<file path="config.mk">
export PLATFORM = sky130hd
export DESIGN_NAME = json_string_unescape_flat
export DESIGN_NICKNAME = d
export VERILOG_FILES = /design/src/hdl/jsu_pkg.sv /design/src/hdl/jsu_if.sv /design/src/hdl/jsu_decode.sv /design/src/hdl/jsu_emit.sv /design/src/hdl/json_string_unescape.sv /design/src/flat_wrapper.sv
export VERILOG_INCLUDE_DIRS = /design/src /design/src/hdl
export SDC_FILE = /design/constraint.sdc
export NUM_CORES = 1
export LEC_CHECK = 0
export BUFFER_PORTS_ARGS = -buffer_cell sky130_fd_sc_hd__buf_4
export CAP_MARGIN = 20
export CORE_ASPECT_RATIO = 1.75
export CORE_MARGIN = 2
export CORE_UTILIZATION = 45
export CTS_CLUSTER_DIAMETER = 80
export DETAILED_ROUTE_END_ITERATION = 8
export PLACE_DENSITY = 0.66
export SLEW_MARGIN = 20
export SYNTH_ARGS = -nofsm -noshare
export SYNTH_HDL_FRONTEND = slang
export SYNTH_HIERARCHICAL = 1
export SYNTH_SLANG_ARGS = --single-unit
</file>
<file path="constraint.sdc">
create_clock -name clk -period 3.3 [get_ports clk]
set_input_delay 0.825 -clock clk [delete_from_list [all_inputs] [get_ports clk]]
set_output_delay 0.825 -clock clk [all_outputs]
set_load 0.1 [all_outputs]
</file>
<file path="src/hdl/assert_macros.svh">
// Assertion macros shared by the RTL of the string unescaper.
// Each macro expects a signal named clk and a signal named rst in scope.
`ifndef ASSERT_MACROS_SVH
`define ASSERT_MACROS_SVH

// Same-cycle implication, disabled during reset.
`define ASSERT_IMPL(label, ante, cons) \
  label: assert property (@(posedge clk) disable iff (rst) (ante) |-> (cons)) \
    else $error("assertion failed");

// Next-cycle implication, disabled during reset.
`define ASSERT_NEXT(label, ante, cons) \
  label: assert property (@(posedge clk) disable iff (rst) (ante) |=> (cons)) \
    else $error("assertion failed");

`endif

</file>
<file path="src/hdl/jsu_pkg.sv">
// Types, character codes and helpers for the JSON string unescaper.
// No dependencies; used by the decode, emit and top-level files and by the bench.
package jsu_pkg;

  typedef enum logic [2:0] {
    MODE_IDLE    = 3'd0,
    MODE_COMMENT = 3'd1,
    MODE_STRING  = 3'd2,
    MODE_ESCAPE  = 3'd3,
    MODE_HEX     = 3'd4
  } mode_t;

  typedef enum logic [2:0] {
    KIND_BYTE    = 3'd0,
    KIND_DONE    = 3'd1,
    KIND_NOQUOTE = 3'd2,
    KIND_UNTERM  = 3'd3,
    KIND_BADESC  = 3'd4,
    KIND_BADHEX  = 3'd5
  } kind_t;

  localparam logic [7:0] CH_NUL   = 8'h00;
  localparam logic [7:0] CH_TAB   = 8'h09;
  localparam logic [7:0] CH_LF    = 8'h0a;
  localparam logic [7:0] CH_SPACE = 8'h20;
  localparam logic [7:0] CH_QUOTE = 8'h22;
  localparam logic [7:0] CH_HASH  = 8'h23;
  localparam logic [7:0] CH_SLASH = 8'h2f;
  localparam logic [7:0] CH_BSLASH = 8'h5c;
  localparam logic [7:0] CH_B     = 8'h62;
  localparam logic [7:0] CH_F     = 8'h66;
  localparam logic [7:0] CH_N     = 8'h6e;
  localparam logic [7:0] CH_R     = 8'h72;
  localparam logic [7:0] CH_T     = 8'h74;
  localparam logic [7:0] CH_U     = 8'h75;

  localparam logic [7:0] BS_CODE = 8'h08;
  localparam logic [7:0] FF_CODE = 8'h0c;
  localparam logic [7:0] CR_CODE = 8'h0d;

  localparam logic [15:0] CP_MAX1 = 16'h007f;
  localparam logic [15:0] CP_MAX2 = 16'h07ff;
  localparam logic [7:0]  LEAD2   = 8'hc0;
  localparam logic [7:0]  LEAD3   = 8'he0;
  localparam logic [7:0]  CONT    = 8'h80;
  localparam logic [5:0]  CONT_MASK = 6'h3f;

  localparam int MAX_RESULTS = 3;

  // Results caused by one input byte.
  typedef struct packed {
    logic [1:0]                    count;
    kind_t                         kind;
    logic [MAX_RESULTS-1:0][7:0]   bytes;
  } group_t;

  // Bit 4 set marks a byte that is not a hex digit.
  function automatic logic [4:0] hex_digit(input logic [7:0] c);
    logic [4:0] d;
    d = 5'h10;
    if (c inside {[8'h30:8'h39]}) begin
      d = {1'b0, c[3:0]};
    end else if (c inside {[8'h61:8'h66], [8'h41:8'h46]}) begin
      d = {1'b0, c[3:0] + 4'd9};
    end
    return d;
  endfunction

endpackage

</file>
<file path="src/hdl/jsu_if.sv">
// Valid/ready channel interfaces for the JSON string unescaper.
// Depends on nothing.
interface jsu_in_if;
  logic       valid;
  logic       ready;
  logic [7:0] data_byte;

  modport source (output valid, output data_byte, input ready);
  modport sink   (input valid, input data_byte, output ready);
endinterface

interface jsu_out_if;
  logic       valid;
  logic       ready;
  logic [7:0] out_byte;
  logic [2:0] result_kind;
  logic       last;

  modport source (output valid, output out_byte, output result_kind, output last,
                  input ready);
  modport sink   (input valid, input out_byte, input result_kind, input last,
                  output ready);
endinterface

</file>
<file path="src/hdl/jsu_decode.sv">
// Input register, scanner state and one-pass decode of a text byte.
// Depends on jsu_pkg and jsu_if.
module jsu_decode (
  input  logic            clk,
  input  logic            rst,
  jsu_in_if.sink          text,
  input  logic            accept_comments,
  input  logic            group_ready,
  output logic            group_load,
  output jsu_pkg::group_t group
);

  logic             in_valid;
  logic [7:0]       in_byte;
  jsu_pkg::mode_t   mode;
  jsu_pkg::mode_t   mode_next;
  logic [11:0]      hex_value;
  logic [11:0]      hex_value_next;
  logic [1:0]       hex_count;
  logic [1:0]       hex_count_next;
  logic [4:0]       digit;
  logic [15:0]      cp;

  assign text.ready = !in_valid || group_ready;
  assign group_load = in_valid && group_ready;

  always_ff @(posedge clk) begin
    if (rst) begin
      in_valid <= 1'b0;
    end else if (text.valid && text.ready) begin
      in_valid <= 1'b1;
    end else if (group_load) begin
      in_valid <= 1'b0;
    end
  end

  always_ff @(posedge clk) begin
    if (text.valid && text.ready) begin
      in_byte <= text.data_byte;
    end
  end

  always_ff @(posedge clk) begin
    if (rst) begin
      mode      <= jsu_pkg::MODE_IDLE;
      hex_value <= '0;
      hex_count <= '0;
    end else if (group_load) begin
      mode      <= mode_next;
      hex_value <= hex_value_next;
      hex_count <= hex_count_next;
    end
  end

  assign digit = jsu_pkg::hex_digit(in_byte);
  assign cp    = {hex_value, digit[3:0]};

  always_comb begin
    mode_next      = mode;
    hex_value_next = hex_value;
    hex_count_next = hex_count;
    group          = '0;
    group.kind     = jsu_pkg::KIND_BYTE;
    case (mode)
      jsu_pkg::MODE_IDLE: begin
        if (in_byte inside {jsu_pkg::CH_SPACE, jsu_pkg::CH_TAB, jsu_pkg::CH_LF}) begin
          mode_next = jsu_pkg::MODE_IDLE;
        end else if (in_byte == jsu_pkg::CH_HASH && accept_comments) begin
          mode_next = jsu_pkg::MODE_COMMENT;
        end else if (in_byte == jsu_pkg::CH_QUOTE) begin
          mode_next = jsu_pkg::MODE_STRING;
        end else begin
          group.count = 2'd1;
          group.kind  = jsu_pkg::KIND_NOQUOTE;
        end
      end
      jsu_pkg::MODE_COMMENT: begin
        if (in_byte == jsu_pkg::CH_LF) begin
          mode_next = jsu_pkg::MODE_IDLE;
        end else if (in_byte == jsu_pkg::CH_NUL) begin
          group.count = 2'd1;
          group.kind  = jsu_pkg::KIND_NOQUOTE;
          mode_next   = jsu_pkg::MODE_IDLE;
        end
      end
      jsu_pkg::MODE_STRING: begin
        if (in_byte == jsu_pkg::CH_NUL) begin
          group.count = 2'd1;
          group.kind  = jsu_pkg::KIND_UNTERM;
          mode_next   = jsu_pkg::MODE_IDLE;
        end else if (in_byte == jsu_pkg::CH_QUOTE) begin
          group.count = 2'd1;
          group.kind  = jsu_pkg::KIND_DONE;
          mode_next   = jsu_pkg::MODE_IDLE;
        end else if (in_byte == jsu_pkg::CH_BSLASH) begin
          mode_next = jsu_pkg::MODE_ESCAPE;
        end else begin
          group.count    = 2'd1;
          group.bytes[0] = in_byte;
        end
      end
      jsu_pkg::MODE_ESCAPE: begin
        group.count = 2'd1;
        mode_next   = jsu_pkg::MODE_STRING;
        case (in_byte)
          jsu_pkg::CH_QUOTE:  group.bytes[0] = jsu_pkg::CH_QUOTE;
          jsu_pkg::CH_BSLASH: group.bytes[0] = jsu_pkg::CH_BSLASH;
          jsu_pkg::CH_SLASH:  group.bytes[0] = jsu_pkg::CH_SLASH;
          jsu_pkg::CH_B:      group.bytes[0] = jsu_pkg::BS_CODE;
          jsu_pkg::CH_F:      group.bytes[0] = jsu_pkg::FF_CODE;
          jsu_pkg::CH_N:      group.bytes[0] = jsu_pkg::CH_LF;
          jsu_pkg::CH_R:      group.bytes[0] = jsu_pkg::CR_CODE;
          jsu_pkg::CH_T:      group.bytes[0] = jsu_pkg::CH_TAB;
          jsu_pkg::CH_U: begin
            group.count    = 2'd0;
            mode_next      = jsu_pkg::MODE_HEX;
            hex_value_next = '0;
            hex_count_next = '0;
          end
          default: begin
            group.kind = jsu_pkg::KIND_BADESC;
            mode_next  = jsu_pkg::MODE_IDLE;
          end
        endcase
      end
      jsu_pkg::MODE_HEX: begin
        if (digit[4]) begin
          group.count    = 2'd1;
          group.kind     = jsu_pkg::KIND_BADHEX;
          mode_next      = jsu_pkg::MODE_IDLE;
          hex_value_next = '0;
          hex_count_next = '0;
        end else if (hex_count != 2'd3) begin
          hex_value_next = cp[11:0];
          hex_count_next = hex_count + 2'd1;
        end else begin
          if (cp <= jsu_pkg::CP_MAX1) begin
            group.count    = 2'd1;
            group.bytes[0] = cp[7:0];
          end else if (cp <= jsu_pkg::CP_MAX2) begin
            group.count    = 2'd2;
            group.bytes[0] = jsu_pkg::LEAD2 | {3'b000, cp[10:6]};
            group.bytes[1] = jsu_pkg::CONT | {2'b00, cp[5:0] & jsu_pkg::CONT_MASK};
          end else begin
            group.count    = 2'd3;
            group.bytes[0] = jsu_pkg::LEAD3 | {4'h0, cp[15:12]};
            group.bytes[1] = jsu_pkg::CONT | {2'b00, cp[11:6] & jsu_pkg::CONT_MASK};
            group.bytes[2] = jsu_pkg::CONT | {2'b00, cp[5:0] & jsu_pkg::CONT_MASK};
          end
          hex_value_next = '0;
          hex_count_next = '0;
          mode_next      = jsu_pkg::MODE_STRING;
        end
      end
      default: begin
        mode_next = jsu_pkg::MODE_IDLE;
      end
    endcase
  end

endmodule

</file>
<file path="src/hdl/jsu_emit.sv">
// Result register that holds one decoded group and hands it out one result
// per transaction. Depends on jsu_pkg and jsu_if.
module jsu_emit (
  input  logic            clk,
  input  logic            rst,
  input  logic            group_load,
  input  jsu_pkg::group_t group,
  output logic            group_ready,
  jsu_out_if.source       result
);

  logic [1:0]                            count;
  logic [1:0]                            idx;
  jsu_pkg::kind_t                        kind;
  logic [jsu_pkg::MAX_RESULTS-1:0][7:0]  bytes;
  logic                                  at_last;

  assign at_last            = (idx == count - 2'd1);
  assign result.valid       = (count != 2'd0);
  assign result.out_byte    = bytes[idx];
  assign result.result_kind = kind;
  assign result.last        = at_last;
  assign group_ready        = (count == 2'd0) || (result.ready && at_last);

  always_ff @(posedge clk) begin
    if (rst) begin
      count <= '0;
      idx   <= '0;
    end else if (group_load) begin
      count <= group.count;
      idx   <= '0;
    end else if (result.valid && result.ready) begin
      if (at_last) begin
        count <= '0;
      end else begin
        idx <= idx + 2'd1;
      end
    end
  end

  always_ff @(posedge clk) begin
    if (group_load) begin
      kind  <= group.kind;
      bytes <= group.bytes;
    end
  end

endmodule

</file>
<file path="src/hdl/json_string_unescape.sv">
// Top level of the JSON string unescaper: config register, decode, emit.
// Depends on jsu_pkg, jsu_if, jsu_decode, jsu_emit and assert_macros.svh.
//
//   channel   dir   payload                         transaction
//   text      in    data_byte[7:0]                  valid & ready
//   result    out   out_byte[7:0], result_kind, last valid & ready
//   cfg       in    cfg_wr_data (accept_comments)   cfg_wr_en
//
// One text byte per cycle while result is ready; a byte giving no result or one result then never stalls.
// A unicode escape giving two or three bytes holds text ready low while the
// result register hands them out.
// A text byte passes the input register and then the result register before its first result shows.
// Reset clears the state, the input register and the result register.
// A stalled result back-pressures text after one more byte.
`include "assert_macros.svh"

module json_string_unescape (
  input  logic      clk,
  input  logic      rst,
  jsu_in_if.sink    text,
  jsu_out_if.source result,
  input  logic      cfg_wr_en,
  input  logic      cfg_wr_data
);

  logic            accept_comments;
  logic            group_ready;
  logic            group_load;
  jsu_pkg::group_t group;

  always_ff @(posedge clk) begin
    if (rst) begin
      accept_comments <= 1'b0;
    end else if (cfg_wr_en) begin
      accept_comments <= cfg_wr_data;
    end
  end

  jsu_decode u_decode (
    .clk             (clk),
    .rst             (rst),
    .text            (text),
    .accept_comments (accept_comments),
    .group_ready     (group_ready),
    .group_load      (group_load),
    .group           (group)
  );

  jsu_emit u_emit (
    .clk         (clk),
    .rst         (rst),
    .group_load  (group_load),
    .group       (group),
    .group_ready (group_ready),
    .result      (result)
  );

  `ASSERT_NEXT(a_load_shows, group_load && group.count != 2'd0, result.valid)
  `ASSERT_NEXT(a_last_drains, result.valid && result.ready && result.last && !group_load, !result.valid)
  `ASSERT_IMPL(a_three_byte_lead, group_load && group.count == 2'd3, group.bytes[0][7:4] == 4'he && group.kind == jsu_pkg::KIND_BYTE)

endmodule

</file>
<file path="src/flat_wrapper.sv">
// flat-port wrapper written by rule: the top's interface ports become plain ports
module json_string_unescape_flat 
  (clk, rst, cfg_wr_en, cfg_wr_data, text_valid, text_data_byte, text_ready, result_valid, result_out_byte, result_result_kind, result_last, result_ready);
  jsu_in_if text_i ();
  jsu_out_if result_i ();
  input  logic clk;
  input  logic rst;
  input  logic cfg_wr_en;
  input  logic cfg_wr_data;
  input wire logic [$bits(text_i.valid)-1:0] text_valid;
  input wire logic [$bits(text_i.data_byte)-1:0] text_data_byte;
  output wire logic [$bits(text_i.ready)-1:0] text_ready;
  output wire logic [$bits(result_i.valid)-1:0] result_valid;
  output wire logic [$bits(result_i.out_byte)-1:0] result_out_byte;
  output wire logic [$bits(result_i.result_kind)-1:0] result_result_kind;
  output wire logic [$bits(result_i.last)-1:0] result_last;
  input wire logic [$bits(result_i.ready)-1:0] result_ready;
  assign text_i.valid = text_valid;
  assign text_i.data_byte = text_data_byte;
  assign text_ready = text_i.ready;
  assign result_valid = result_i.valid;
  assign result_out_byte = result_i.out_byte;
  assign result_result_kind = result_i.result_kind;
  assign result_last = result_i.last;
  assign result_i.ready = result_ready;
  json_string_unescape u_core (.clk(clk), .rst(rst), .text(text_i), .result(result_i), .cfg_wr_en(cfg_wr_en), .cfg_wr_data(cfg_wr_data));
endmodule
</file>
== After elaboration in Yosys (flattened, before gate mapping) ==
Index checks and enable logic that the tools add are counted.
Storage, ports and cells
  register bits after elaboration: 58
  input bits: 14
  logic and storage cells: 138
Cells by class
  $add $sub $neg: 4
  order comparisons: 9
  equal/unequal tests: 24
  mux-type cells: 56
  bitwise logic cells: 2
  reduce and logical (&&, ||, !) cells: 30
Operators with widths (number)
  2-to-1 mux 8 bit: 8
  == test 8 x 7 -> 1 bit (second input constant): 7
  one-hot mux 7 bit (8 select lines): 1
  2-to-1 mux 12 bit: 3
  2-to-1 mux 3 bit: 12
  == test 8 x 6 -> 1 bit (second input constant): 4
  one-hot mux 5 bit (5 select lines): 1
  2-to-1 mux 4 bit: 6
  one-hot mux 12 bit (2 select lines): 1
  one-hot mux 8 bit (3 select lines): 1
  2-to-1 mux 2 bit: 9
  binary-select mux 8 bit (select 2 bit): 1
  == test 8 x 4 -> 1 bit (second input constant): 2
  >= comparator 8 x 7 -> 1 bit (second input constant): 2
  less-or-equal comparator 16 x 11 -> 1 bit (second input constant): 1
  less-or-equal comparator 16 x 7 -> 1 bit (second input constant): 1
  less-or-equal comparator 8 x 7 -> 1 bit (second input constant): 2
  one-hot mux 3 bit (5 select lines): 1
  2-to-1 mux 14 bit: 1
  nonzero test 2 bit: 6
  2-to-1 mux 5 bit: 2
  OR reduction 9 bit: 1
  >= comparator 8 x 6 -> 1 bit (second input constant): 1
  less-or-equal comparator 8 x 6 -> 1 bit (second input constant): 1
  other kinds (30): 50

== Depth between registers and ports, before layout ==
  depth after elaboration: 12
  depth in mapped cells: 11

== By module ==
The synthesis kept the hierarchy.
By module, submodules not included
  jsu_decode: instances 1, cells an instance 258, area each 2094.5 sq um, seq. area each 600.6 sq um
  jsu_emit: instances 1, cells an instance 82, area each 1219.9 sq um, seq. area each 890.9 sq um
  json_string_unescape: instances 1, cells an instance 3, area each 33.8 sq um, seq. area each 20.0 sq um

== Least setup slack after synthesis ==
OpenSTA, ideal clock, no wires.
  path type: register -> register
  start point: register u_core.u_emit.count[0]
  end point: register u_core.u_decode.hex_count[0]
  data arrival time: 4.234 ns
  data required time: 3.235 ns
  setup slack: -0.999 ns
  cell stages (with the launch flop): 12
  path buffers: 1
  period minus slack after synthesis: 4.299 ns
  cells stage by stage: dfxtp_1 > inv_1 > ha_1 > xnor2_1 > nor2_1 > a21o_1 > and2_1 > o21ai_1 > nor2_1 > buf_2 > mux2i_1 > nor2_1
Between the ends
  cells in the longest elaborated chain, start to end: 6
  elaborated cells between the ends (all ways): 7
  classes of those cells: 1 x add/sub; 1 x eq/ne; 5 x reduce/logical
RTL lines
  start: declaration: line jsu_emit.sv:12  | logic [1:0] count;
  start signal: assignment: line jsu_emit.sv:30  | count <= group.count;
  subtractor 2 x 1 -> 2 bit: line jsu_emit.sv:18  | assign at_last = (idx == count - 2'd1);
  == test 2 bit: line jsu_emit.sv:18
  net result_last: line flat_wrapper.sv:16  | output wire logic [$bits(result_i.last)-1:0] result_last;
  logical AND 1 bit: line jsu_emit.sv:23  | assign group_ready = (count == 2'd0) || (result.ready && at_last);
  logical OR 1 bit: line jsu_emit.sv:23
  net u_core.group_ready: line json_string_unescape.sv:27  | logic group_ready;
  logical AND 1 bit: line jsu_decode.sv:25  | assign group_load = in_valid && group_ready;
  net u_core.group_load: line json_string_unescape.sv:28  | logic group_load;
  AND reduction 3 bit (no line)
  end signal: assignment: line jsu_decode.sv:51  | hex_count <= hex_count_next;
  end: declaration: line jsu_decode.sv:19  | logic [1:0] hex_count;
The timed path passes the listed nets, and every way through them passes these cells.
A chain may end at the register's enable or synchronous reset.

== Final worst setup path ==
  start point: register u_core.u_emit.count[0]
  end point: output text_ready
Between the ends
  cells in the longest elaborated chain, start to end: 5
  elaborated cells between the ends (all ways): 6
  classes of those cells: 1 x add/sub; 1 x eq/ne; 4 x reduce/logical
RTL lines
  subtractor 2 x 1 -> 2 bit: line jsu_emit.sv:18
  == test 2 bit: line jsu_emit.sv:18
  logical AND 1 bit: line jsu_emit.sv:23
  logical OR 1 bit *: line jsu_emit.sv:23
  net u_core.group_ready: line json_string_unescape.sv:27
  logical OR 1 bit *: line jsu_decode.sv:24  | assign text.ready = !in_valid || group_ready;
  end: declaration: line flat_wrapper.sv:12  | output wire logic [$bits(text_i.ready)-1:0] text_ready;
Mark *: on every way through the listed nets, which the timed path passes. The rest lies on a longest branch.

==> results.yml <==
min_path:
  hp-class: "reg -> reg"
job:
  timing.max_cap.violations: 0
synthesis:
  synth_top_family_by_area: "simple AND/OR/NAND/NOR gates"
  async_flop_share_pct: 0
  ys_ff_latch: 58
  synth_edf_count: 35
  yosysMostFrequentCell: "nor2_1"
  synth-simple-area-share_pct: 21.2
  syn_avg_cell_area_um2: 9.76
  netlist_top_cells_count: "40 x nor2_1, 35 x edfxtp_1, 29 x nand2_1, 23 x dfxtp_1, 20 x a22oi_1"
  synth_mux_area_share_pct: 5.12
  syn_area_mm2: 0.00335
  yosys.area.top_type: "edfxtp_1"
  synth_top_area_share_pct: 31.4
  ys.warnings.count: 6
  ys_top_cells_by_area: "edfxtp_1 31%, dfxtp_1 14%, mux2i_1 4.8%"
  synthFlopType: "edfxtp_1"
  synth_cells: 343
  synth_compound_area_share_pct: 19.4
  synth_adder_area_share_pct: 2.62
  synthXorXnorAreaFrac_pct: 1.31
  synth_seq_area_share_pct: 45.1
  ys_types: 66
setup_path:
  path_max_fanout: 4
  cp.required_ns: 2.47
  crit_path_start_kind: "flip-flop"
  critPathCaptureType: "output pin"
  path_class: "reg -> out"
  arrival_ns: 2.13
cells_and_area:
  multiInputGateArea_mm2: 0.00168
  regArea_mm2: 0.00151
  fillers: 663
  diodes: 0
  area_delta_synth_final_pct: 15.2
  drive_gt1_share_pct: 16.8
  final_nets: 391
  fin_util_pct: 53.3
die:
  fp.dieArea_mm2: 0.00817
  die_x_um: 69.2
  rows: 41
  io_pins: 28
  core_area_mm2: 0.00723
  start_util_pct: 46.3
  die_h_um: 118
global_route:
  grt_pass1_wl_mm: 12.9
  grt-ovfl-total: 0
  grt_pass1_vias: 2732
  grt_max_degree: 28
  track_usage_pct: 20.0
  antenna_found_initial: 0
cts:
  cts-root-buf: "clkbuf_16"
  postCtsSetupBuffers: 0
  cts_hold_buf: 0
  cts.clk_slew.worst_paths_ns: 0.05
  cts-htree-levels: 3
  max-clock-path-buffers: 2
  cts_buffers: 9
  cts_tree: "yes"
  clkSinkCount: 58
  post_cts_resized: 0
  clk_latency_ns: 0.32
placed_design:
  portBuffers: 27
  dpl.hpwl_mm: 5.97
  place_congestion: 0.894
timing:
  finalWorstPathRequiredPeriod_ns: 2.96
  rsz0062_at_grt: "no"
  whs_ns: 0.462
  maxClockFrequency_mhz: 338
  finalMaxSlewViolations: 0
  setup_viol: 0
  fin_setup_tns_ns: 0
  hold_violations: 0
  clock_skew_ns: 0.00319
  period_share_pct: 89.6
  tightestPinTransition_ns: 0.797
  relSlewSlack_pct: 46.6
detailed_routing:
  firstDrtPassIters: 5
  routed_wl_mm: 7.82
  ant_nets: 0
  drt_iter0_drc: 152
  viasPerCell: 5.91
  wl_per_cell_um: 17.0
  vias: 2726
  drc_errors: 0
power:
  irDropWorstVdd_uv: 310
  leakagePower_uw: 0.00142
  cellPowerDensity_mw_per_mm2: 525
run_status:
  status: "finished clean"
power by group:
| group | internal, uW | switching, uW | total [uW] | leakage, uW |
|---|---|---|---|---|
| logic | 118 | 275 | 393 | 0.000774 |
| clock network | 498 | 284 | 782 | 0.000128 |
| registers | 815 | 36.7 | 851 | 0.000523 |
| total | 1430 | 596 | 2030 | 0.00142 |
cells by family after synthesis:
kind of cell	after synthesis
AND/OR/NAND/NOR	134
AO/OA/AOI/OAI	90
flip-flops	58
buffers and inverters	31
multiplexers	17
adder cells (fa/ha/maj)	7
XOR/XNOR	5
other	1
per-stage QoR:
step / total power, uW / std cells / setup WS (ns) / area, um2
after floorplan: 1170 / 344 / 0.0631 / 3360
after global placement: 1250 / 445 / 0.632 / 3600
final: 2030 / 461 / 0.343 / 3860
after CTS: 2040 / 461 / 0.329 / 3860
after global routing: 2110 / 461 / 0.192 / 3860
after detailed placement: 1250 / 445 / 0.538 / 3600
layout make-up:
class | instances | area share, %
clock inverter | 4 | 0.486
tap | 86 | 2.79
sequential | 58 | 39.2
timing repair buffer | 36 | 7.00
multi-input combinational | 255 | 43.5
inverter | 10 | 0.973
clock buffer | 12 | 6.13
flip-flops by register name (all words and copies together), names as in the netlist:
name / count
u_core/accept_comments: 1
u_core/u_decode/in_byte: 8
u_core/u_decode/hex_count: 2
u_core/u_emit/idx: 2
u_core/u_emit/result.result_kind: 3
u_core/u_emit/count: 2
u_core/u_decode/hex_value: 12
u_core/u_decode/in_valid: 1
u_core/u_decode/mode: 3
u_core/u_emit/bytes: 24
layout by cell type, fill, tap and decap left out, types with 5 or more instances in the layout:
| master | Yosys | final |
|---|---|---|
| a21oi_1 | 15 | 15 |
| a22oi_1 | 20 | 20 |
| and3_1 | 6 | 6 |
| buf_4 | 4 | 36 |
| clkbuf_16 | 0 | 9 |
| dfxtp_1 | 23 | 23 |
| edfxtp_1 | 35 | 35 |
| ha_1 | 7 | 7 |
| inv_1 | 10 | 10 |
| mux2i_1 | 16 | 16 |
| nand2_1 | 29 | 29 |
| nand2b_1 | 10 | 10 |
| nand3b_1 | 5 | 5 |
| nor2_1 | 40 | 39 |
| nor2b_1 | 7 | 7 |
| nor3_1 | 6 | 6 |
| o21ai_0 | 11 | 8 |
| o21ai_1 | 7 | 10 |
path summary, 6_finish.rpt:
| check | slack (ns) | to | depth (start not counted) | from |
|---|---|---|---|---|
| setup / recovery | 0.34 | text_ready | 7 | u_core/u_emit/count[0] |
| hold reg to reg | 0.46 | u_core/u_decode/hex_count[1] | 2 | u_core/u_decode/hex_count[1] |
| hold / removal | 0.46 | u_core/u_decode/hex_count[1] | 2 | u_core/u_decode/hex_count[1] |
| setup reg to reg | 0.50 | u_core/u_decode/hex_value[10] | 8 | u_core/u_decode/in_byte[0] |
layer usage:
| layer | track usage, % | wire, um |
|---|---|---|
| met3 | 3.85 | 240 |
| met1 | 21.0 | 3020 |
| met4 | 14.1 | 332 |
| met5 | 0 | 0 |
| met2 | 34.9 | 4230 |
critical path: stages, from the launching register on:
cell	delay (ns)
dfxtp_1	0.36
inv_1	0.07
ha_1	0.31
xnor2_1	0.37
nor2_4	0.07
a21o_1	0.21
nand2b_1	0.18
buf_4	0.24
Power figures use the tool's default switching activity.
